## config.mk

```make
export PLATFORM = sky130hd
export DESIGN_NAME = cartesian_to_polar_core
export DESIGN_NICKNAME = d
export VERILOG_FILES = /design/src/sv/ctp_pkg.sv /design/src/sv/ctp_cordic.sv /design/src/sv/ctp_gain.sv /design/src/sv/cartesian_to_polar_core.sv
export SDC_FILE = /design/constraint.sdc
export NUM_CORES = 2
export LEC_CHECK = 0
export BUFFER_PORTS_ARGS = -buffer_cell sky130_fd_sc_hd__buf_2
export CORE_MARGIN = 8
export CORE_UTILIZATION = 45
export CTS_CLUSTER_DIAMETER = 150
export DETAILED_ROUTE_END_ITERATION = 7
export PLACE_DENSITY_LB_ADDON = 0.3
export RECOVER_POWER = 50
export SLEW_MARGIN = 20
export SYNTH_ARGS = -nofsm -noshare
export SYNTH_HDL_FRONTEND = slang
export SYNTH_SLANG_ARGS = --single-unit
```

## constraint.sdc

```tcl
create_clock -name clk -period 18.7 [get_ports clk]
set_input_delay 4.675 -clock clk [delete_from_list [all_inputs] [get_ports clk]]
set_output_delay 4.675 -clock clk [all_outputs]
set_load 0.01 [all_outputs]
```

## src/sv/ctp_pkg.sv

```systemverilog
// Shared constants, item types and the arctangent table of the CORDIC core.
`default_nettype none
package ctp_pkg;

  localparam int COORD_WIDTH   = 16;
  localparam int CORDIC_STAGES = 16;
  localparam int GUARD_BITS    = 8;
  localparam int ANGLE_W       = 16;
  localparam int Z_W           = 32;
  localparam int ITER          = (CORDIC_STAGES > 32) ? 32 : CORDIC_STAGES;
  localparam int XY_W          = COORD_WIDTH + GUARD_BITS + 3;
  localparam int UX_W          = XY_W - 1;
  localparam int GAIN_W        = 32;
  localparam int PROD_W        = UX_W + GAIN_W;
  localparam int LATENCY       = ITER + 3;

  localparam logic [GAIN_W-1:0] INV_GAIN = 32'h9B74EDA8;
  localparam logic [Z_W-1:0]    Z_PI     = 32'h80000000;
  localparam logic [Z_W-1:0]    Z_HALF   = 32'h00008000;

  localparam logic [Z_W-1:0] ATAN_TAB [32] = '{
    32'h20000000, 32'h12E4051E, 32'h09FB385B, 32'h051111D4,
    32'h028B0D43, 32'h0145D7E1, 32'h00A2F61E, 32'h00517C55,
    32'h0028BE53, 32'h00145F2F, 32'h000A2F98, 32'h000517CC,
    32'h00028BE6, 32'h000145F3, 32'h0000A2FA, 32'h0000517D,
    32'h000028BE, 32'h0000145F, 32'h00000A30, 32'h00000518,
    32'h0000028C, 32'h00000146, 32'h000000A3, 32'h00000051,
    32'h00000029, 32'h00000014, 32'h0000000A, 32'h00000005,
    32'h00000003, 32'h00000001, 32'h00000001, 32'h00000000
  };

  typedef struct packed {
    logic signed [COORD_WIDTH-1:0] coord_x;
    logic signed [COORD_WIDTH-1:0] coord_y;
  } in_item_t;

  typedef struct packed {
    logic [COORD_WIDTH-1:0]    magnitude;
    logic signed [ANGLE_W-1:0] angle;
  } out_item_t;

  typedef struct packed {
    logic                   valid;
    logic                   origin;
    logic signed [XY_W-1:0] x;
    logic [Z_W-1:0]         z;
  } ctp_vec_t;

endpackage
`default_nettype wire

```

## src/sv/ctp_cordic.sv

```systemverilog
// Pre-rotation into the right half-plane followed by one register stage per CORDIC iteration.
`default_nettype none
module ctp_cordic
  import ctp_pkg::*;
(
  input  wire logic     clk,
  input  wire logic     rst_n,
  input  wire logic     in_valid,
  input  wire in_item_t in_item,
  output ctp_vec_t      vec_out
);

  logic signed [XY_W-1:0] x_r   [0:ITER];
  logic signed [XY_W-1:0] y_r   [0:ITER];
  logic [Z_W-1:0]         z_r   [0:ITER];
  logic                   org_r [0:ITER];
  logic                   vld_r [0:ITER];

  logic signed [XY_W-1:0] ext_x, ext_y;
  logic signed [XY_W-1:0] x0_nxt, y0_nxt;
  logic [Z_W-1:0]         z0_nxt;

  assign ext_x = {{(XY_W-COORD_WIDTH-GUARD_BITS){in_item.coord_x[COORD_WIDTH-1]}},
                  in_item.coord_x, {GUARD_BITS{1'b0}}};
  assign ext_y = {{(XY_W-COORD_WIDTH-GUARD_BITS){in_item.coord_y[COORD_WIDTH-1]}},
                  in_item.coord_y, {GUARD_BITS{1'b0}}};

  always_comb begin
    if (in_item.coord_x[COORD_WIDTH-1]) begin
      x0_nxt = -ext_x;
      y0_nxt = -ext_y;
      z0_nxt = Z_PI;
    end else begin
      x0_nxt = ext_x;
      y0_nxt = ext_y;
      z0_nxt = '0;
    end
  end

  always_ff @(posedge clk) begin
    if (!rst_n) begin
      vld_r[0] <= 1'b0;
    end else begin
      vld_r[0] <= in_valid;
    end
    x_r[0]   <= x0_nxt;
    y_r[0]   <= y0_nxt;
    z_r[0]   <= z0_nxt;
    org_r[0] <= (in_item.coord_x == '0) && (in_item.coord_y == '0);
  end

  for (genvar i = 0; i < ITER; i++) begin : g_iter
    logic signed [XY_W-1:0] xs, ys, x_nxt, y_nxt;
    logic [Z_W-1:0]         z_nxt;

    assign xs = x_r[i] >>> i;
    assign ys = y_r[i] >>> i;

    always_comb begin
      if (!y_r[i][XY_W-1]) begin
        x_nxt = x_r[i] + ys;
        y_nxt = y_r[i] - xs;
        z_nxt = z_r[i] + ATAN_TAB[i];
      end else begin
        x_nxt = x_r[i] - ys;
        y_nxt = y_r[i] + xs;
        z_nxt = z_r[i] - ATAN_TAB[i];
      end
    end

    always_ff @(posedge clk) begin
      if (!rst_n) begin
        vld_r[i+1] <= 1'b0;
      end else begin
        vld_r[i+1] <= vld_r[i];
      end
      x_r[i+1]   <= x_nxt;
      y_r[i+1]   <= y_nxt;
      z_r[i+1]   <= z_nxt;
      org_r[i+1] <= org_r[i];
    end
  end

  assign vec_out.valid  = vld_r[ITER];
  assign vec_out.origin = org_r[ITER];
  assign vec_out.x      = x_r[ITER];
  assign vec_out.z      = z_r[ITER];

endmodule
`default_nettype wire

```

## src/sv/ctp_gain.sv

```systemverilog
// Gain correction by multiplication, rounding, saturation and angle rounding; the origin gives zeros.
`default_nettype none
module ctp_gain
  import ctp_pkg::*;
(
  input  wire logic     clk,
  input  wire logic     rst_n,
  input  wire ctp_vec_t vec_in,
  output logic          out_valid,
  output out_item_t     out_item
);

  localparam int MAGF_W = UX_W + 1 - GUARD_BITS;

  logic [UX_W-1:0]    ux;
  logic [PROD_W-1:0]  prod_nxt, prod_r;
  logic [ANGLE_W-1:0] ang_nxt, ang_r;
  logic [Z_W-1:0]     z_rnd;
  logic               org_r, vld_r;

  logic [UX_W-1:0]        t;
  logic [UX_W:0]          rnd;
  logic [MAGF_W-1:0]      mag_full;
  logic [COORD_WIDTH-1:0] mag;
  out_item_t              item_nxt, item_r;
  logic                   out_vld_r;

  assign ux       = vec_in.x[XY_W-1] ? '0 : vec_in.x[UX_W-1:0];
  assign prod_nxt = PROD_W'(ux) * PROD_W'(INV_GAIN);
  assign z_rnd    = vec_in.z + Z_HALF;
  assign ang_nxt  = z_rnd[Z_W-1 -: ANGLE_W];

  always_ff @(posedge clk) begin
    if (!rst_n) begin
      vld_r <= 1'b0;
    end else begin
      vld_r <= vec_in.valid;
    end
    prod_r <= prod_nxt;
    ang_r  <= ang_nxt;
    org_r  <= vec_in.origin;
  end

  assign t        = prod_r[PROD_W-1:GAIN_W];
  assign rnd      = {1'b0, t} + (UX_W+1)'(1 << (GUARD_BITS-1));
  assign mag_full = rnd[UX_W:GUARD_BITS];

  always_comb begin
    if (|mag_full[MAGF_W-1:COORD_WIDTH]) begin
      mag = '1;
    end else begin
      mag = mag_full[COORD_WIDTH-1:0];
    end
    if (org_r) begin
      item_nxt.magnitude = '0;
      item_nxt.angle     = '0;
    end else begin
      item_nxt.magnitude = mag;
      item_nxt.angle     = ang_r;
    end
  end

  always_ff @(posedge clk) begin
    if (!rst_n) begin
      out_vld_r <= 1'b0;
    end else begin
      out_vld_r <= vld_r;
    end
    item_r <= item_nxt;
  end

  assign out_valid = out_vld_r;
  assign out_item  = item_r;

endmodule
`default_nettype wire

```

## src/sv/cartesian_to_polar_core.sv

```systemverilog
// Top level of the pipelined CORDIC cartesian to polar converter.
//
// One item is a point (coord_x, coord_y), two signed 16-bit values, given on
// in_item and taken at a rising edge where start is high and busy is low.
// Busy is always low, so a new item may be started in every cycle.
// Each item gives one result on out_item: the rounded magnitude and the angle
// as a signed binary angle where 32768 units equal pi. The result is shown for
// exactly one cycle, marked by out_valid, and cannot be held off.
// From the accepting edge, an item passes through one pre-rotation register,
// one register per CORDIC iteration, the gain multiplier register and the
// output register that drives out_valid. Throughput is one item per cycle.
// A synchronous reset clears the valid bits of every stage, so items in flight
// are dropped and no result appears until a new item has passed through.
`default_nettype none
module cartesian_to_polar_core
  import ctp_pkg::*;
(
  input  wire logic     clk,
  input  wire logic     rst_n,
  input  wire logic     start,
  output logic          busy,
  input  wire in_item_t in_item,
  output logic          out_valid,
  output out_item_t     out_item
);

  ctp_vec_t vec;

  assign busy = 1'b0;

  ctp_cordic u_cordic (
    .clk      (clk),
    .rst_n    (rst_n),
    .in_valid (start),
    .in_item  (in_item),
    .vec_out  (vec)
  );

  ctp_gain u_gain (
    .clk       (clk),
    .rst_n     (rst_n),
    .vec_in    (vec),
    .out_valid (out_valid),
    .out_item  (out_item)
  );

endmodule
`default_nettype wire

```

======== Word level (Yosys, flattened, before mapping) ========
Memories as Yosys holds them, arrays and structs flattened. A register that Yosys moved wholly into a read port is not among the register bits.
Index checks and enable logic that the tools add are counted.
operators by class
  $add $sub $neg .......................... 99
  $mul .................................... 1
  muxes and demuxes ....................... 72
  bitwise logic cells ..................... 17
  reduce and logical (&&, ||, !) cells .... 5
operator list
  operator                number
  $mux 27                 34
  $mux 32                 17
  $add 32x16->32 const B  2
  $mul 26x29->55 const B  1
  $add 27x12->27          2
  $add 27x13->27          2
  $add 27x14->27          2
  $add 27x15->27          2
  $add 27x16->27          2
  $add 27x17->27          2
  $add 27x18->27          2
  $add 27x19->27          2
  $add 27x20->27          2
  $add 27x21->27          2
  $add 27x22->27          2
  $add 27x23->27          2
  $add 27x24->27          2
  $add 27x25->27          2
  $add 27x26->27          2
  $neg 24->27             2
  $sub 27x12->27          2
  $sub 27x13->27          2
  $sub 27x14->27          2
  $sub 27x15->27          2
  other kinds (53)        100
word-level totals
  bits in registers ....................... 104
  bits in writable memories ............... 1496
  input port bits ......................... 35
  output and inout bits ................... 34
  word-level logic and storage cells ...... 204
  memories ................................ 5
memories
  memory          words  width  read ports  clocked after memory_dff  write ports  RTL line          source
  u_cordic.z_r    17     32     17          0                         17           ctp_cordic.sv:15  logic [Z_W-1:0] z_r [0:ITER];
  u_cordic.x_r    17     27     17          0                         17           ctp_cordic.sv:13  logic signed [XY_W-1:0] x_r [0:ITER];
  u_cordic.y_r    17     27     16          0                         17           ctp_cordic.sv:14  logic signed [XY_W-1:0] y_r [0:ITER];
  u_cordic.org_r  17     1      17          1                         17           ctp_cordic.sv:16  logic org_r [0:ITER];
  u_cordic.vld_r  17     1      17          1                         17           ctp_cordic.sv:17  logic vld_r [0:ITER];

======== Depth between registers and ports, before layout ========
  depth after elaboration ................. 3
  depth in mapped cells ................... 28
  gate-level depth less buffers ........... 26

======== Cells and area by module ========
Synthesis repeated with hierarchy kept, for this count alone.
unflattened totals
  cells, all modules ...................... 12398
  area, all modules ....................... 107903.5 sq um
modules (own cells, without submodules)
  module                   times used  cells each  area each (sq um)  seq. area each (sq um)
  ctp_cordic               1           10884       92805.3            25744.7
  ctp_gain                 1           1512        15087.0            1401.3
  cartesian_to_polar_core  1           2           11.3               0.0

======== Worst setup path after synthesis ========
No wires, ideal clock.
  path kind ............................... register -> register
  from .................................... memory u_cordic.x_r[0][458] (netlist bit)
  to ...................................... register u_gain.prod_r[56]
  setup time .............................. 0.072 ns
  data arrival time ....................... 7.214 ns
  required time ........................... 18.628 ns
  slack ................................... 11.414 ns
  cell stages (with the launch flop) ...... 27
  buffers on the path ..................... 2
  period minus slack after synthesis ...... 7.286 ns
  cells stage by stage .................... dfxtp_1 -> clkbuf_1 -> clkbuf_1 -> nand2b_1 -> inv_1 -> fa_1 -> inv_1 -> fa_1 -> fa_1 -> fa_1 -> inv_1 -> fa_1 -> fa_1 -> inv_1 -> fa_1 -> inv_1 -> ha_1 -> a211oi_2 -> o211ai_1 -> a311o_1 -> a21oi_2 -> o22ai_2 -> o311a_4 -> or4_4 -> a211o_2 -> a21oi_2 -> xnor2_1
RTL lines
  item                  RTL line          source
  from (decl)           ctp_cordic.sv:13
  to (signal assigned)  ctp_gain.sv:39    prod_r <= prod_nxt;
  to (decl)             ctp_gain.sv:16    logic [PROD_W-1:0] prod_nxt, prod_r;

==> qor.yml <==
floorplanning:
  die-area_um2: 248000
  io-pin-count: 69
  start_util: 0.451
  die_x_um: 498
  rows: 177
  die_h_um: 498
  core_um2: 232000
critical_path:
  crit_start: "u_cordic.x_r[0][458]$_DFF_P_"
  timing.critical_path.buf_inv: 5
  crit_chain: "buf_4 > nor2b_1 > ha_1 > inv_1 > fa_1 > inv_1 > fa_1 > fa_1 > fa_1 > fa_1 > inv_1 > fa_1 > inv_1 > ha_1 > nand3_1 > nor3_1 > nand2_1 > o311a_1 > a21oi_1 > o31ai_1 > a21boi_0 > o21a_1 > nor2_1 > xnor2_1"
  cpPeakStageDelay_ns: 0.82
  crit_path_end_kind: "flop"
  timing.rr.start: "u_cordic.x_r[0][458]$_DFF_P_"
  cp_top_family: "adder cells"
  cp-start-kind: "flop"
  cp.arrival_ns: 9.07
  critical_path.most_common_cell: "fa_1"
  required_ns: 19.33
  crit_type: "flop to flop"
  r2r_slack_ns: 10.26
  cp_max_fo: 39
  crit_slowest_cell: "nor2b_1"
yosys:
  synthCells: 11998
  yosysTopAreaCellShare: 0.257
  yosys_warnings: 0
  synth_flop_cell: "dfxtp_1"
  synth_edf_count: 0
  async_flop_share: 0
  ys_ff_latch: 1342
  netlist_area_um2: 105000
  synth_area_leaders: "dfxtp_1, ha_1, xnor2_1"
  yosysUniqueCellTypes: 91
  yosys.area.top_type: "dfxtp_1"
  synth.avg_cell_area_um2: 8.72
  yosysSeqAreaShare: 0.257
timing:
  fin_skew_ns: 0.0619
  max_slew.worst_pin.slew_ns: 3.35
  period_minus_slack_ns: 8.44
  finalSetupTns_ns: 0
  setup_viol: 0
  hold_violations: 0
  drv_slew: 769
  clock.fmax_mhz: 119
  fin_crit_sh: 0.451
  rsz0062_at_grt: "no"
  max-slew-margin-rel: -1.24
run_status:
  failed_checks: "max-capacitance violations, max-slew violations"
  outcome: "finished with violations"
grt:
  grt_max_degree: 66
  grt_antenna_before_repair: 11
  first_global_vias: 83231
  grt_use_total: 0.215
  gr-usage-met2: 0.376
  busiest_layer: "met2"
  grt_pass1_wl_um: 443000
  met1_usage: 0.279
  grt_overflow_total: 0
  grt_util_met3: 0.0265
cts:
  postCtsSetupBuffers: 0
  clk_pin_slew_worst_paths_ns: 0.06
  cts_max_path_buffers: 3
  numCtsBuffers: 157
  clock_sinks: 1342
  cts_resized: 0
  cts-root-buf: "clkbuf_16"
  cts_tree: "done"
  cts_htree_levels: 4
  clock_latency_ns: 0.82
  ctsHoldBuffers: 0
layout:
  final_common_cell: "ha_1"
  fill_cells: 21787
  layout_common_cells: "ha_1, dfxtp_1, a21oi_1, nor2_1, xnor2_1"
  final_nets: 13925
  layout-drive-gt1-share: 0.0380
  area_growth_pct: 8.85
detailed_routing:
  drtIter0Drc: 5093
  vias: 84657
  avgViaCountPerCell: 5.54
  drt-total-wl_um: 278000
  drtAntennaViolNets: 0
  drc: 0
  wl_per_cell_um: 18.2
  detail_route.first_pass.iterations: 6
worst_hold_path:
  hold_path.class: "flop to flop"
  hp-start: "u_cordic.org_r[12]$_DFF_P_"
place:
  portBuffers: 67
  dp_hpwl_um: 228000
  gp_congestion: 0.917
job:
  drv_cap: 15
-- synth_stat cells (all sizes together), types with 85 or more instances --
master / number
ha: 1447
dfxtp: 1342
a21oi: 1069
nor2: 1060
xnor2: 1030
inv: 920
nand2: 552
o21ai: 513
xor2: 507
a21o: 441
nor3: 352
fa: 348
nor2b: 203
nand2b: 190
nand3: 184
o21a: 170
clkbuf: 140
and3: 134
o21bai: 124
a31oi: 117
a211oi: 93
nor4: 85
-- registers in the layout, indices dropped and copies added, names as in the netlist --
name              cells
u_cordic.org_r       17
u_cordic.vld_r       17
u_cordic.x_r        425
u_cordic.y_r        387
u_cordic.z_r        426
u_gain.ang_r         16
u_gain.org_r          1
u_gain.out_item      32
u_gain.out_valid      1
u_gain.prod_r        19
u_gain.vld_r          1
-- layout make-up --
| cell class | count | area [um^2] | area share |
|---|---|---|---|
| Tap cell | 3043 | 3810 | 0.0334 |
| Timing Repair Buffer | 94 | 459 | 0.00403 |
| Sequential cell | 1342 | 26900 | 0.236 |
| Antenna cell | 7 | 17.5 | 0.000154 |
| Clock buffer | 205 | 4410 | 0.0387 |
| Inverter | 925 | 3470 | 0.0305 |
| Clock inverter | 82 | 1170 | 0.0103 |
| Multi-Input combinational cell | 9575 | 73600 | 0.647 |
-- metal layers --
metal / vias to the layer above / routed length, um
met4: 0 / 7950
met5: - / 0
met1: 40111 / 127000
li1: 42323 / -
met2: 1809 / 131000
met3: 414 / 11900
-- through the flow --
stage / area (um^2) / utilization / instances / setup slack [ns] / hold slack, ns
6_report: 114000 / 0.491 / 15273 / 10.26 / 0.323
5_1_grt: 114000 / 0.491 / 15271 / 9.83 / 0.329
4_1_cts: 114000 / 0.491 / 15266 / 10.09 / 0.317
3_5_place_dp: 108000 / 0.467 / 14979 / 10.17 / 0.312
3_3_place_gp: 108000 / 0.467 / 14979 / 10.27 / 0.310
2_1_floorplan: 105000 / - / 12001 / 11.41 / 0.310
-- cells by family (layout without fill, tap and decap cells) --
kind of cell | Yosys count | after routing | share of synthesized area
AND/OR/NAND/NOR | 3146 | 3146 | 0.145
other | 1 | 11 | 0.0000359
XOR/XNOR | 1537 | 1537 | 0.129
AO/OA/AOI/OAI | 3042 | 3042 | 0.186
multiplexers | 51 | 51 | 0.00514
buffers and inverters | 1084 | 1306 | 0.0389
adder cells (fa/ha/maj) | 1795 | 1795 | 0.240
flip-flops | 1342 | 1342 | 0.257
-- worst register-to-register path, stage by stage, from the launching register on --
cell and delay, ns:
dfxtp_1 0.29, buf_4 0.27, nor2b_1 0.85, ha_1 0.36
inv_1 0.17, fa_1 0.53, inv_1 0.08, fa_1 0.57
fa_1 0.49, fa_1 0.55, fa_1 0.50, inv_1 0.05
fa_1 0.48, inv_1 0.06, ha_1 0.33, nand3_1 0.18
nor3_1 0.56, nand2_1 0.10, o311a_1 0.40, a21oi_1 0.54
o31ai_1 0.19, a21boi_0 0.38, o21a_1 0.19, nor2_1 0.06
xnor2_1 0.13
-- final timing paths --
check                               end  cells after the start
min          u_cordic.org_r[13]$_DFF_P_                      0
min reg2reg  u_cordic.org_r[13]$_DFF_P_                      0
max reg2reg   u_gain.prod_r[47]$_DFF_P_                     24
max           u_gain.prod_r[47]$_DFF_P_                     24
Power is left out: the tool's default activity adds up to more than one toggle a clock period on the data nets, which glitch-free logic cannot reach.
